<file path="config.mk">
export PLATFORM = sky130hd
export DESIGN_NAME = text_glyph_quad_generator
export DESIGN_NICKNAME = d
export VERILOG_FILES = /design/src/hdl/tgq_pkg.sv /design/src/hdl/tgq_front.sv /design/src/hdl/tgq_queue.sv /design/src/hdl/tgq_back.sv /design/src/hdl/text_glyph_quad_generator.sv
export SDC_FILE = /design/constraint.sdc
export NUM_CORES = 2
export LEC_CHECK = 0
export BUFFER_PORTS_ARGS = -buffer_cell sky130_fd_sc_hd__buf_2
export CAP_MARGIN = 10
export CORE_MARGIN = 5
export CORE_UTILIZATION = 25
export DETAILED_ROUTE_END_ITERATION = 7
export SYNTH_ARGS = -nofsm -noshare
export SYNTH_HDL_FRONTEND = slang
export SYNTH_SLANG_ARGS = --single-unit
export TNS_END_PERCENT = 100
</file>
<file path="constraint.sdc">
create_clock -name i_clk -period 13.8 [get_ports i_clk]
set_input_delay 2.76 -clock i_clk [delete_from_list [all_inputs] [get_ports i_clk]]
set_output_delay 2.76 -clock i_clk [all_outputs]
set_load 0.01 [all_outputs]
</file>
<file path="src/hdl/tgq_pkg.sv">
`default_nettype none

package tgq_pkg;

    // Job queue between the front and the back; the depth is a power of two
    localparam int unsigned QDEPTH = 4;
    localparam int unsigned QPTR_W = $clog2(QDEPTH);

    localparam logic [7:0] NEWLINE_CODE = 8'd10;
    localparam logic [7:0] PRINT_LO     = 8'd32;
    localparam logic [7:0] PRINT_HI     = 8'd126;

    localparam logic [15:0] QUAD_VERTS = 16'd6;
    localparam logic [2:0]  QUAD_LAST  = 3'd5;

    // Per vertex of a quad: uses the right edge (x1, u1) / the lower edge (y1, v1)
    localparam logic [5:0] VTX_RIGHT = 6'b110010;
    localparam logic [5:0] VTX_LOWER = 6'b101100;

    localparam logic signed [17:0] POS_MAX = 18'sd32767;
    localparam logic signed [17:0] POS_MIN = -18'sd32768;

    typedef enum logic [2:0] {
        REG_ADVANCE_PX    = 3'd0,
        REG_CELL_W_PX     = 3'd1,
        REG_CELL_H_PX     = 3'd2,
        REG_U_STEP        = 3'd3,
        REG_V_STEP        = 3'd4,
        REG_VERTEX_BUDGET = 3'd5
    } t_reg_idx;

    typedef struct packed {
        logic [7:0]          code_byte;
        logic                line_start;
        logic signed [15:0]  start_x;
        logic signed [15:0]  start_y;
        logic [11:0]         scale;
        logic [31:0]         colour;
        logic                frame_start;
    } t_in_item;

    typedef struct packed {
        logic signed [15:0]  vert_x;
        logic signed [15:0]  vert_y;
        logic [16:0]         tex_u;
        logic [16:0]         tex_v;
        logic [31:0]         vert_colour;
        logic                last_vertex;
    } t_out_item;

    typedef struct packed {
        logic [11:0] advance_px;
        logic [11:0] cell_w_px;
        logic [11:0] cell_h_px;
        logic [15:0] u_step;
        logic [15:0] v_step;
        logic [15:0] vertex_budget;
    } t_cfg;

    typedef struct packed {
        logic signed [15:0] x0;
        logic signed [15:0] y0;
        logic signed [15:0] x1;
        logic signed [15:0] y1;
        logic [16:0]        u0;
        logic [16:0]        u1;
        logic [16:0]        v0;
        logic [16:0]        v1;
        logic [31:0]        colour;
    } t_job;

    // Q8.4 size times Q4.8 scale, rounded half up to Q12.4
    function automatic logic [15:0] scaled(input logic [11:0] size, input logic [11:0] scale);
        logic [24:0] prod;
        prod = 25'(size) * 25'(scale) + 25'd128;
        return prod[23:8];
    endfunction

    function automatic logic signed [15:0] sat_pos_add(input logic signed [15:0] a,
                                                        input logic [15:0] b);
        logic signed [17:0] s;
        s = 18'(a) + $signed({2'b00, b});
        if (s > POS_MAX) begin
            return 16'sh7fff;
        end else if (s < POS_MIN) begin
            return 16'sh8000;
        end
        return s[15:0];
    endfunction

    function automatic logic [16:0] sat_tex(input logic [20:0] v);
        return (v[20:17] != 4'd0) ? 17'h1ffff : v[16:0];
    endfunction

endpackage

`default_nettype wire

</file>
<file path="src/hdl/tgq_front.sv">
`default_nettype none

module tgq_front (
    input  wire                 i_clk,
    input  wire                 i_rst_n,
    input  tgq_pkg::t_cfg       i_cfg,
    input  tgq_pkg::t_in_item   i_in,
    input  wire                 i_in_valid,
    output logic                o_in_ready,
    output tgq_pkg::t_job       o_job,
    output logic                o_job_valid,
    input  wire                 i_job_ready
);
    import tgq_pkg::*;

    typedef struct packed {
        logic               newline;
        logic               glyph;
        logic               line_start;
        logic               frame_start;
        logic signed [15:0] start_x;
        logic signed [15:0] start_y;
        logic [31:0]        colour;
        logic [15:0]        adv;
        logic [15:0]        qw;
        logic [15:0]        qh;
        logic [16:0]        u0;
        logic [16:0]        u1;
        logic [16:0]        v0;
        logic [16:0]        v1;
    } t_stage_a;

    t_stage_a            r_a, n_a;
    logic                r_a_valid;
    logic signed [15:0]  r_pen_x, n_pen_x;
    logic signed [15:0]  r_pen_y, n_pen_y;
    logic signed [15:0]  r_origin, n_origin;
    logic [15:0]         r_count, n_count;

    logic [7:0]          idx;
    logic [3:0]          col;
    logic [2:0]          row;
    logic signed [15:0]  px, py, org;
    logic [15:0]         cnt;
    logic                fits;
    logic                push;
    logic                b_fire;
    logic                in_fire;

    // Stage A: classify and do everything that does not depend on the pen
    always_comb begin
        idx = i_in.code_byte - PRINT_LO;
        col = idx[3:0];
        row = idx[6:4];
        n_a.newline     = (i_in.code_byte == NEWLINE_CODE);
        n_a.glyph       = (i_in.code_byte >= PRINT_LO) && (i_in.code_byte <= PRINT_HI);
        n_a.line_start  = i_in.line_start;
        n_a.frame_start = i_in.frame_start;
        n_a.start_x     = i_in.start_x;
        n_a.start_y     = i_in.start_y;
        n_a.colour      = i_in.colour;
        n_a.adv         = scaled(i_cfg.advance_px, i_in.scale);
        n_a.qw          = scaled(i_cfg.cell_w_px, i_in.scale);
        n_a.qh          = scaled(i_cfg.cell_h_px, i_in.scale);
        n_a.u0          = sat_tex(21'(col) * 21'(i_cfg.u_step));
        n_a.u1          = sat_tex((21'(col) + 21'd1) * 21'(i_cfg.u_step));
        n_a.v0          = sat_tex(21'(row) * 21'(i_cfg.v_step));
        n_a.v1          = sat_tex((21'(row) + 21'd1) * 21'(i_cfg.v_step));
    end

    // Stage B: pen and vertex count update, job out
    always_comb begin
        px   = r_a.line_start ? r_a.start_x : r_pen_x;
        py   = r_a.line_start ? r_a.start_y : r_pen_y;
        org  = r_a.line_start ? r_a.start_x : r_origin;
        cnt  = r_a.frame_start ? 16'd0 : r_count;
        fits = ({1'b0, cnt} + {1'b0, QUAD_VERTS}) <= {1'b0, i_cfg.vertex_budget};
        push = r_a_valid && r_a.glyph && fits;
        b_fire = r_a_valid && (i_job_ready || !(r_a.glyph && fits));

        o_job.x0     = px;
        o_job.y0     = py;
        o_job.x1     = sat_pos_add(px, r_a.qw);
        o_job.y1     = sat_pos_add(py, r_a.qh);
        o_job.u0     = r_a.u0;
        o_job.u1     = r_a.u1;
        o_job.v0     = r_a.v0;
        o_job.v1     = r_a.v1;
        o_job.colour = r_a.colour;
        o_job_valid  = push;

        n_pen_x  = r_pen_x;
        n_pen_y  = r_pen_y;
        n_origin = r_origin;
        n_count  = r_count;
        if (b_fire) begin
            n_pen_x  = px;
            n_pen_y  = py;
            n_origin = org;
            n_count  = cnt;
            if (r_a.newline) begin
                n_pen_x = org;
                n_pen_y = sat_pos_add(py, r_a.qh);
            end else if (r_a.glyph) begin
                if (fits) begin
                    n_pen_x = sat_pos_add(px, r_a.adv);
                    n_count = cnt + QUAD_VERTS;
                end
            end else begin
                n_pen_x = sat_pos_add(px, r_a.adv);
            end
        end
    end

    assign o_in_ready = !r_a_valid || b_fire;
    assign in_fire    = i_in_valid && o_in_ready;

    always_ff @(posedge i_clk) begin
        if (!i_rst_n) begin
            r_a_valid <= 1'b0;
            r_pen_x   <= '0;
            r_pen_y   <= '0;
            r_origin  <= '0;
            r_count   <= '0;
        end else begin
            if (in_fire) begin
                r_a_valid <= 1'b1;
            end else if (b_fire) begin
                r_a_valid <= 1'b0;
            end
            r_pen_x  <= n_pen_x;
            r_pen_y  <= n_pen_y;
            r_origin <= n_origin;
            r_count  <= n_count;
        end
    end

    always_ff @(posedge i_clk) begin
        if (in_fire) begin
            r_a <= n_a;
        end
    end

endmodule

`default_nettype wire

</file>
<file path="src/hdl/tgq_queue.sv">
`default_nettype none

module tgq_queue (
    input  wire             i_clk,
    input  wire             i_rst_n,
    input  tgq_pkg::t_job   i_job,
    input  wire             i_push_valid,
    output logic            o_push_ready,
    output tgq_pkg::t_job   o_job,
    output logic            o_pop_valid,
    input  wire             i_pop_ready
);
    import tgq_pkg::*;

    t_job                r_mem [QDEPTH];
    logic [QPTR_W-1:0]   r_wr;
    logic [QPTR_W-1:0]   r_rd;
    logic [QPTR_W:0]     r_count;
    logic                push;
    logic                pop;

    assign o_push_ready = (r_count != (QPTR_W+1)'(QDEPTH));
    assign o_pop_valid  = (r_count != '0);
    assign o_job        = r_mem[r_rd];
    assign push         = i_push_valid && o_push_ready;
    assign pop          = o_pop_valid && i_pop_ready;

    always_ff @(posedge i_clk) begin
        if (!i_rst_n) begin
            r_wr    <= '0;
            r_rd    <= '0;
            r_count <= '0;
        end else begin
            if (push) begin
                r_wr <= r_wr + 1'b1;
            end
            if (pop) begin
                r_rd <= r_rd + 1'b1;
            end
            if (push && !pop) begin
                r_count <= r_count + 1'b1;
            end else if (pop && !push) begin
                r_count <= r_count - 1'b1;
            end
        end
    end

    always_ff @(posedge i_clk) begin
        if (push) begin
            r_mem[r_wr] <= i_job;
        end
    end

`ifndef NO_ASSERTIONS
    a_count_bound: assert property (@(posedge i_clk) disable iff (!i_rst_n)
        r_count <= (QPTR_W+1)'(QDEPTH))
        else $error("job queue count beyond depth");

    a_ptr_gap: assert property (@(posedge i_clk) disable iff (!i_rst_n)
        r_wr == QPTR_W'(r_rd + r_count[QPTR_W-1:0]))
        else $error("job queue pointers disagree with count");
`endif

endmodule

`default_nettype wire

</file>
<file path="src/hdl/tgq_back.sv">
`default_nettype none

module tgq_back (
    input  wire                 i_clk,
    input  wire                 i_rst_n,
    input  tgq_pkg::t_job       i_job,
    input  wire                 i_job_valid,
    output logic                o_job_ready,
    output tgq_pkg::t_out_item  o_out,
    output logic                o_out_valid,
    input  wire                 i_out_ready
);
    import tgq_pkg::*;

    logic [2:0]  r_vidx;
    t_out_item   r_out;
    t_out_item   n_out;
    logic        r_out_valid;
    logic        load;
    logic        right;
    logic        lower;

    assign load        = i_job_valid && (!r_out_valid || i_out_ready);
    assign o_job_ready = load && (r_vidx == QUAD_LAST);
    assign o_out       = r_out;
    assign o_out_valid = r_out_valid;

    always_comb begin
        right = VTX_RIGHT[r_vidx];
        lower = VTX_LOWER[r_vidx];
        n_out.vert_x      = right ? i_job.x1 : i_job.x0;
        n_out.vert_y      = lower ? i_job.y1 : i_job.y0;
        n_out.tex_u       = right ? i_job.u1 : i_job.u0;
        n_out.tex_v       = lower ? i_job.v1 : i_job.v0;
        n_out.vert_colour = i_job.colour;
        n_out.last_vertex = (r_vidx == QUAD_LAST);
    end

    always_ff @(posedge i_clk) begin
        if (!i_rst_n) begin
            r_vidx      <= '0;
            r_out_valid <= 1'b0;
        end else begin
            if (load) begin
                r_out_valid <= 1'b1;
                r_vidx      <= (r_vidx == QUAD_LAST) ? 3'd0 : r_vidx + 3'd1;
            end else if (i_out_ready) begin
                r_out_valid <= 1'b0;
            end
        end
    end

    always_ff @(posedge i_clk) begin
        if (load) begin
            r_out <= n_out;
        end
    end

`ifndef NO_ASSERTIONS
    a_vidx_range: assert property (@(posedge i_clk) disable iff (!i_rst_n)
        r_vidx <= QUAD_LAST)
        else $error("vertex index out of range");

    a_pop_on_last: assert property (@(posedge i_clk) disable iff (!i_rst_n)
        o_job_ready |=> r_out_valid && r_out.last_vertex && (r_vidx == 3'd0))
        else $error("job released before its last vertex");
`endif

endmodule

`default_nettype wire

</file>
<file path="src/hdl/text_glyph_quad_generator.sv">
`default_nettype none

// Text glyph quad generator: takes one text byte per word and emits, for each printable
// byte within the vertex budget, six vertices (two triangles) of a glyph quad, one vertex
// per output word. Newlines and other bytes move the pen and emit nothing. A printable
// byte keeps the output busy for its six vertices, which the output register presents one
// per cycle while the output is ready; other bytes leave the output free. Bytes are taken
// back to back while earlier quads drain: a two-stage front (scale products, then pen
// update) feeds a four-job queue ahead of the vertex sequencer, so up to five quads (four
// queued, one held in the front) may be pending before input stalls. Write the
// configuration registers only while the block is idle.
module text_glyph_quad_generator (
    input  wire                 i_clk,
    input  wire                 i_rst_n,
    input  wire                 i_in_valid,
    output logic                o_in_ready,
    input  tgq_pkg::t_in_item   i_in,
    output logic                o_out_valid,
    input  wire                 i_out_ready,
    output tgq_pkg::t_out_item  o_out,
    input  wire                 i_cfg_we,
    input  wire [2:0]           i_cfg_idx,
    input  wire [15:0]          i_cfg_data
);
    import tgq_pkg::*;

    t_cfg   r_cfg;
    t_job   front_job;
    logic   front_job_valid;
    logic   front_job_ready;
    t_job   back_job;
    logic   back_job_valid;
    logic   back_job_ready;

    always_ff @(posedge i_clk) begin
        if (!i_rst_n) begin
            r_cfg.advance_px    <= 12'd128;
            r_cfg.cell_w_px     <= 12'd144;
            r_cfg.cell_h_px     <= 12'd256;
            r_cfg.u_step        <= 16'd4096;
            r_cfg.v_step        <= 16'd10923;
            r_cfg.vertex_budget <= 16'd65535;
        end else if (i_cfg_we) begin
            case (t_reg_idx'(i_cfg_idx))
                REG_ADVANCE_PX:    r_cfg.advance_px    <= i_cfg_data[11:0];
                REG_CELL_W_PX:     r_cfg.cell_w_px     <= i_cfg_data[11:0];
                REG_CELL_H_PX:     r_cfg.cell_h_px     <= i_cfg_data[11:0];
                REG_U_STEP:        r_cfg.u_step        <= i_cfg_data;
                REG_V_STEP:        r_cfg.v_step        <= i_cfg_data;
                REG_VERTEX_BUDGET: r_cfg.vertex_budget <= i_cfg_data;
                default: begin
                    // drop writes to unknown indexes
                end
            endcase
        end
    end

    tgq_front u_front (
        .i_clk       (i_clk),
        .i_rst_n     (i_rst_n),
        .i_cfg       (r_cfg),
        .i_in        (i_in),
        .i_in_valid  (i_in_valid),
        .o_in_ready  (o_in_ready),
        .o_job       (front_job),
        .o_job_valid (front_job_valid),
        .i_job_ready (front_job_ready)
    );

    tgq_queue u_queue (
        .i_clk        (i_clk),
        .i_rst_n      (i_rst_n),
        .i_job        (front_job),
        .i_push_valid (front_job_valid),
        .o_push_ready (front_job_ready),
        .o_job        (back_job),
        .o_pop_valid  (back_job_valid),
        .i_pop_ready  (back_job_ready)
    );

    tgq_back u_back (
        .i_clk       (i_clk),
        .i_rst_n     (i_rst_n),
        .i_job       (back_job),
        .i_job_valid (back_job_valid),
        .o_job_ready (back_job_ready),
        .o_out       (o_out),
        .o_out_valid (o_out_valid),
        .i_out_ready (i_out_ready)
    );

endmodule

`default_nettype wire
</file>
* After elaboration in Yosys (flattened, before gate mapping)
Memory sizes are Yosys's and may differ from the RTL's. A register that Yosys moved wholly into a read port is not among the register bits.
Cells that the tools add are included.
** Storage, ports and cells
- Output and inout bits :: 101
- Memories kept :: 3
- Bits in read-only memories :: 16
- Bits in registers :: 443
- Input port bits :: 110
- Logic and storage cells :: 173
- Bits in writable memories :: 656
** Memories
- u_queue.r_mem :: words 4, width 164, rd ports 1, clocked after memory_dff 1, wr ports 1, RTL line tgq_queue.sv:15 : t_job r_mem [QDEPTH];
- (name not given) :: words 8, width 1, rd ports 1, clocked after memory_dff 1, wr ports 0, RTL line tgq_back.sv:30 : lower = VTX_LOWER[r_vidx];
- (name not given) :: words 8, width 1, rd ports 1, clocked after memory_dff 1, wr ports 0, RTL line tgq_back.sv:29 : right = VTX_RIGHT[r_vidx];
** Operators by class
- Multiplexer cells :: 58
- Equal/unequal tests :: 8
- Add/sub/neg operators :: 16
- $lt $le $gt $ge :: 10
- $mul :: 7
- Reduce and logical (&&, ||, !) cells :: 35
** Operator list (count)
- two-way mux 16 bit :: 24
- adder 24 x 8 -> 24 bit, second input constant :: 3
- multiplier 12 x 12 -> 24 bit :: 3
- adder 16 x 17 -> 18 bit :: 3
- > comparator 18 x 16 -> 1 bit, second input constant :: 3
- < comparator 18 x 16 -> 1 bit, second input constant :: 3
- multiplier 21 x 16 -> 21 bit :: 2
- two-way mux 17 bit :: 2
- two-way mux 1 bit :: 23
- two-way mux 3 bit :: 7
- multiplier 4 x 16 -> 20 bit :: 1
- multiplier 3 x 16 -> 19 bit :: 1
- adder 16 x 3 -> 17 bit, second input constant :: 1
- less-or-equal comparator 17 x 16 -> 1 bit :: 1
- adder 16 x 3 -> 16 bit, second input constant :: 1
- logical AND 1 bit :: 12
- AND reduction 2 bit :: 6
- equality test 3 bit, second input constant :: 3
- equality test 8 x 4 -> 1 bit, second input constant :: 1
- >= comparator 8 x 6 -> 1 bit, second input constant :: 1
- less-or-equal comparator 8 x 7 -> 1 bit, second input constant :: 1
- nonzero test 2 bit :: 4
- nonzero test 4 bit :: 2
- subtractor 7 x 6 -> 7 bit, second input constant :: 1
- 14 further kinds :: 25

* Longest topological paths before layout
- Depth in word-level cells :: 13
- Depth in mapped cells :: 25
- Mapped depth without buffers :: 22

* By module
A second synthesis with hierarchy kept.
** Unflattened totals
- Cells, all modules :: 5377
- Area, all modules :: 66666.4 um2
** Modules (own cells, without submodules)
- tgq_front :: instances 1, area each 35251.3 um2, cells each 3953, sequential area each 6826.5 um2
- tgq_queue :: instances 1, area each 24109.4 um2, cells each 904, sequential area each 19879.1 um2
- tgq_back :: instances 1, area each 4035.1 um2, cells each 203, sequential area each 3093.0 um2
- text_glyph_quad_generator :: instances 1, area each 3270.6 um2, cells each 317, sequential area each 1681.6 um2

* Least setup slack after synthesis
No wires, ideal clock.
- Path kind :: reg2reg
- From :: register u_front.r_a[180] (netlist bit)
- To :: register u_front.r_a (netlist bit u_front.o_job[0]), enable pin
- Cell stages (with the launch flop) :: 20
- Buffers on the path :: 2
- Setup time :: 0.753 ns
- Clock period less this slack :: 12.656 ns
- Setup slack :: 1.144 ns
- Arrival time :: 11.903 ns
- Required time :: 13.047 ns
- Cell sequence :: edfxtp_1 clkbuf_1 clkbuf_1 nand2b_1 ha_1 and4bb_1 and3_1 and3_1 and4_1 nor2b_1 xnor2_1 nor2_1 ha_1 nand4_1 nor4_2 nor2_1 a21boi_1 nor3_1 and3_1 nor2b_1
** Between the ends
- Longest elaborated chain between the ends :: 9
** RTL lines
- start: declaration :: RTL line tgq_front.sv:33 : t_stage_a r_a, n_a;
- start signal: assignment :: RTL line tgq_front.sv:140 : r_a <= n_a;
- two-way mux 16 bit :: RTL line tgq_front.sv:76 : cnt = r_a.frame_start ? 16'd0 : r_count;
- adder 16 x 3 -> 17 bit :: RTL line tgq_front.sv:77 : fits = ({1'b0, cnt} + {1'b0, QUAD_VERTS}) <= {1'b0, i_cfg.vertex_budget};
- less-or-equal comparator 17 x 16 -> 1 bit :: RTL line tgq_front.sv:77
- logical AND 1 bit :: RTL line tgq_front.sv:79 : b_fire = r_a_valid && (i_job_ready || !(r_a.glyph && fits));
- zero test 1 bit :: RTL line tgq_front.sv:79
- logical OR 1 bit :: RTL line tgq_front.sv:79
- logical AND 1 bit :: RTL line tgq_front.sv:79
- logical OR 1 bit :: RTL line tgq_front.sv:115 : assign o_in_ready = !r_a_valid || b_fire;
- logical AND 1 bit :: RTL line tgq_front.sv:116 : assign in_fire = i_in_valid && o_in_ready;
- net u_front.in_fire :: RTL line tgq_front.sv:48 : logic in_fire;
The timed path passes the listed nets, and every way through them passes these cells.
A chain may end at the register's enable or synchronous reset.

* Worst setup path in the final report
- From :: register u_front.r_a[180] (netlist bit)
- To :: output port o_in_ready
** Between the ends
- Longest elaborated chain between the ends :: 8
** RTL lines
- two-way mux 16 bit :: RTL line tgq_front.sv:76
- adder 16 x 3 -> 17 bit :: RTL line tgq_front.sv:77
- less-or-equal comparator 17 x 16 -> 1 bit :: RTL line tgq_front.sv:77
- logical AND 1 bit :: RTL line tgq_front.sv:79
- zero test 1 bit :: RTL line tgq_front.sv:79
- logical OR 1 bit :: RTL line tgq_front.sv:79
- logical AND 1 bit :: RTL line tgq_front.sv:79
- logical OR 1 bit :: RTL line tgq_front.sv:115
- end: declaration :: RTL line text_glyph_quad_generator.sv:16 : output logic o_in_ready,
Every way passes these cells.

==> impl_summary.md <==
Timing
Between clock sinks in the finished design, the worst skew comes to 53.3 ps. Setup repair after global routing left no endpoint under its margin. In the finished design, the share of the clock period the worst path needs comes to 61.3%. The total of endpoints with negative setup slack in the final report is 0.

The worst slew margin relative to its limit is 21.6%. The number of failing hold endpoints at the final stage was 0. The number of slew-limit violations in the final report is 0.

At the pin with the least slew margin, the transition time is 1170 ps. For this run, the top clock speed supported by timing is 0.118 GHz. After routing, the total negative slack on setup checks comes to 0 ps. After layout, the minimum clock period comes to 8460 ps.

Setup path
The critical path arrival is 5700 ps. The type of origin of the critical path is a flip-flop. The maximum fanout count along the critical path is 29. The type of destination of the critical path is an output pin. The data required time of the critical path is 11040 ps. The kind of critical path is flip-flop to output pin.

Route
In this run, the number of DRC markers left after iteration 0 of detailed routing was 2545. Dividing the detail-routed wire length by the instance count gives 18.1 um. The total wirelength of the detailed-routed design is 161 mm. After detailed routing, the number of remaining DRC violations is 0. The total via count in the routed design is 39949. In this run the remaining antenna-violating nets after routing total 0. The average vias per placed instance is 4.48. The first detailed-routing pass ran for 5 iterations.

Layout
The most common cell after layout, fill and taps aside is sky130_fd_sc_hd__edfxtp_1. Of the cells placed in the final design, the portion with a size suffix greater than 1 is 13.6%. The area of combinational cells with multiple inputs is 0.0303 sq mm. In the layout the commonest cells are 939 x sky130_fd_sc_hd__edfxtp_1, 721 x sky130_fd_sc_hd__nand2_1, 634 x sky130_fd_sc_hd__inv_1, 417 x sky130_fd_sc_hd__fa_1, 373 x sky130_fd_sc_hd__ha_1. At the end of the flow, the number of nets in the layout was 6304. The sequential cell area is 0.0315 sq mm. The layout filler cell count is 26206. The synthesis-to-layout area growth is 12.9%.

Flow run
The reported max-cap violation count is 0.

Clocking
In this run, CTS created clock tree buffers numbering 109. The tree built by TritonCTS fans out to 1103 sinks. The count of buffers added by post-CTS timing repair for setup is 0. The clock-pin slew on the worst setup and hold paths is 60 ps. The tree is rooted in a sky130_fd_sc_hd__clkbuf_16.

In this run the number of H-tree levels came out at 3. Gates resized during post-CTS repair numbered 0. TritonCTS built the clock tree.

The clock reaches the later pin of the worst-skew pair after 740 ps. The number of buffers inserted by hold repair at cts is 0. The number of buffers between clock root and the deepest sink is 3.

Status
The flow ran to the end, and the final reports show no timing, DRC or antenna violations.

Global route
Entering global routing, the biggest net connects 121 pins. The global router's overall resource usage is 11.7%. The via count of the first global-routing pass was 41503. The number of antenna violations at the first check in global routing is 42. Summed over all layers, the global routing overflow is 0. The first global-routing pass estimated 248 mm of wire.

Placement
The final weighted congestion in routability-driven placement is 0.835. Input and output buffers added on the ports amount to 210. Once detailed placement completed, the half-perimeter wirelength came to 114 mm.

Logic synthesis
The flip-flop and latch count after synthesis is 1103. During synthesis, Yosys emitted a total of 0 warnings. The average footprint of a synthesized cell is 12.3 sq um. Of the post-synthesis cell area, the dominant cell type holds 43.3%. The distinct cell type count of the synthesized netlist is 101. The number of synthesized flops with an enable pin is 939. The share of flip-flops with an asynchronous set or reset after synthesis is 0%. By area the synthesized netlist is led by sky130_fd_sc_hd__edfxtp_1 43%, sky130_fd_sc_hd__fa_1 13%, sky130_fd_sc_hd__ha_1 7.2%, sky130_fd_sc_hd__mux4_2 5.7%, sky130_fd_sc_hd__dfxtp_1 5.0%.

The synthesized cell area is 0.0651 sq mm. The largest area contributor in the synthesized netlist is sky130_fd_sc_hd__edfxtp_1. The share of the yosys chip area belonging to registers is 48.4%. Synthesis produced a netlist whose cell count is 5285.

The leading register cell type out of synthesis is sky130_fd_sc_hd__edfxtp_1. The net count after synthesis is 6185.

Power
The completed layout was analyzed and its total power is 8.27 mW. The worst ir drop on vdd is 102 uV. The switching share of power is 27.2%. Of the total power, combinational logic draws 15.9%.

The power per cell area is 113 mW/mm^2. The net load switching power is 2.25 mW. The leakage power total is 28.9 nW. Internal power comes to 6.02 mW. The clock network accounts for 35.7% of the total power.

Registers are responsible for 48.3% of the overall power.

Floorplan
The I/O pin total is 211. The floorplan die area is 0.271 sq mm. From left edge to right edge, the die measures 520 um. Row generation in the floorplan step produced 187 rows. The starting density of the core is 25.1%. The area of the core is 0.259 sq mm. The die height is 520 um.

Min path
The worst hold-check path type is flip-flop to flip-flop.
-- final cells by class --
type | instances | area share [%]
inverter | 635 | 3.25
clock inverter | 73 | 0.937
tap | 3402 | 5.79
multi-input combinational | 3298 | 41.2
clock buffer | 131 | 3.91
sequential | 1103 | 42.9
antenna | 17 | 0.0579
timing repair buffer | 257 | 1.98
-- registers in the layout, summed over array words and instances, names as in the netlist, 3 cells and up, named ones only --
register,count
u_back.o_out,99
u_queue.r_mem,656
u_front.o_job,100
u_front.r_pen_x,16
u_back.r_vidx,3
u_front.r_pen_y,16
r_cfg,84
u_front.r_a,84
u_front.r_origin,16
u_queue.r_count,3
u_front.r_count,16
-- worst max-delay path, stage by stage (launching register included) --
cell,delay (ps)
sky130_fd_sc_hd__edfxtp_1,360
sky130_fd_sc_hd__buf_4,240
sky130_fd_sc_hd__nand2b_1,220
sky130_fd_sc_hd__ha_1,250
sky130_fd_sc_hd__and4bb_1,350
sky130_fd_sc_hd__and3_1,260
sky130_fd_sc_hd__and3_1,300
sky130_fd_sc_hd__and4_1,250
sky130_fd_sc_hd__nor2b_1,160
sky130_fd_sc_hd__xnor2_1,130
sky130_fd_sc_hd__nor2_1,70
sky130_fd_sc_hd__ha_1,330
sky130_fd_sc_hd__nand4_1,110
sky130_fd_sc_hd__nor4_2,380
sky130_fd_sc_hd__nor2_1,120
sky130_fd_sc_hd__a21boi_1,240
sky130_fd_sc_hd__nor3_1,560
sky130_fd_sc_hd__and3_1,410
sky130_fd_sc_hd__inv_1,70
sky130_fd_sc_hd__buf_2,140
-- kinds of logic after synthesis --
logic type	Yosys count	synth area share, %
fa+ha+maj	790	20.0
simple gates	1458	10.7
flops	1103	48.4
xor+xnor	145	1.96
mux	259	7.31
compound gates	646	6.50
buf+inv	884	5.20
-- stage by stage --
stage	hold slack, ps	utilization, %	worst slack (ps)	std cells	cell area (sq um)
final	451	28.3	5340	8916	73500
after floorplan	412	-	1140	5285	65100
after global routing	470	28.3	5050	8909	73400
after detailed placement	440	26.9	5050	8695	69900
after global placement	421	26.9	5160	8695	69900
after CTS	450	28.3	5300	8899	73400
-- per-layer routing --
layer	vias up	GRT usage, %	wire length, um
met5	-	0	133
met4	20	4.57	6360
met3	285	2.41	8870
met2	884	19.6	75800
met1	20278	14.9	69900
li1	18482	-	-
-- worst paths after layout --
check | cells after the start | start | to | slack (ps)
worst max-delay path | 19 | u_front.r_a[180] | o_in_ready | 5340
worst min-delay path | 2 | u_front.r_count[0] | u_front.r_count[0] | 450
worst max register to register | 20 | u_front.r_a[180] | u_queue.r_mem[1][17] | 6440
worst min register to register | 2 | u_front.r_count[0] | u_front.r_count[0] | 450
-- synthesized netlist by cell type, types with 63 or more instances --
cell type / number
sky130_fd_sc_hd__a21o_1: 63
sky130_fd_sc_hd__a21oi_1: 207
sky130_fd_sc_hd__and2_1: 224
sky130_fd_sc_hd__clkbuf_1: 184
sky130_fd_sc_hd__dfxtp_1: 164
sky130_fd_sc_hd__edfxtp_1: 939
sky130_fd_sc_hd__fa_1: 417
sky130_fd_sc_hd__ha_1: 373
sky130_fd_sc_hd__inv_1: 634
sky130_fd_sc_hd__mux2_2: 86
sky130_fd_sc_hd__mux4_2: 164
sky130_fd_sc_hd__nand2_1: 721
sky130_fd_sc_hd__nand3_1: 91
sky130_fd_sc_hd__nor2_1: 138
sky130_fd_sc_hd__nor2b_1: 80
sky130_fd_sc_hd__o21ai_0: 110
sky130_fd_sc_hd__xnor2_1: 94
-- power by group through the flow --
stage | Sequential [mW] | Combinational (mW) | Clock (mW)
4_1_cts | 4.00 | 1.34 | 3.06
5_1_grt | 4.01 | 1.49 | 3.19
3_5_place_dp | 4.07 | 1.33 | 0
6_report | 3.99 | 1.32 | 2.95
3_3_place_gp | 4.06 | 1.30 | 0
2_1_floorplan | 4.03 | 0.922 | 0
Note: power is estimated with default switching activity, not from simulation.
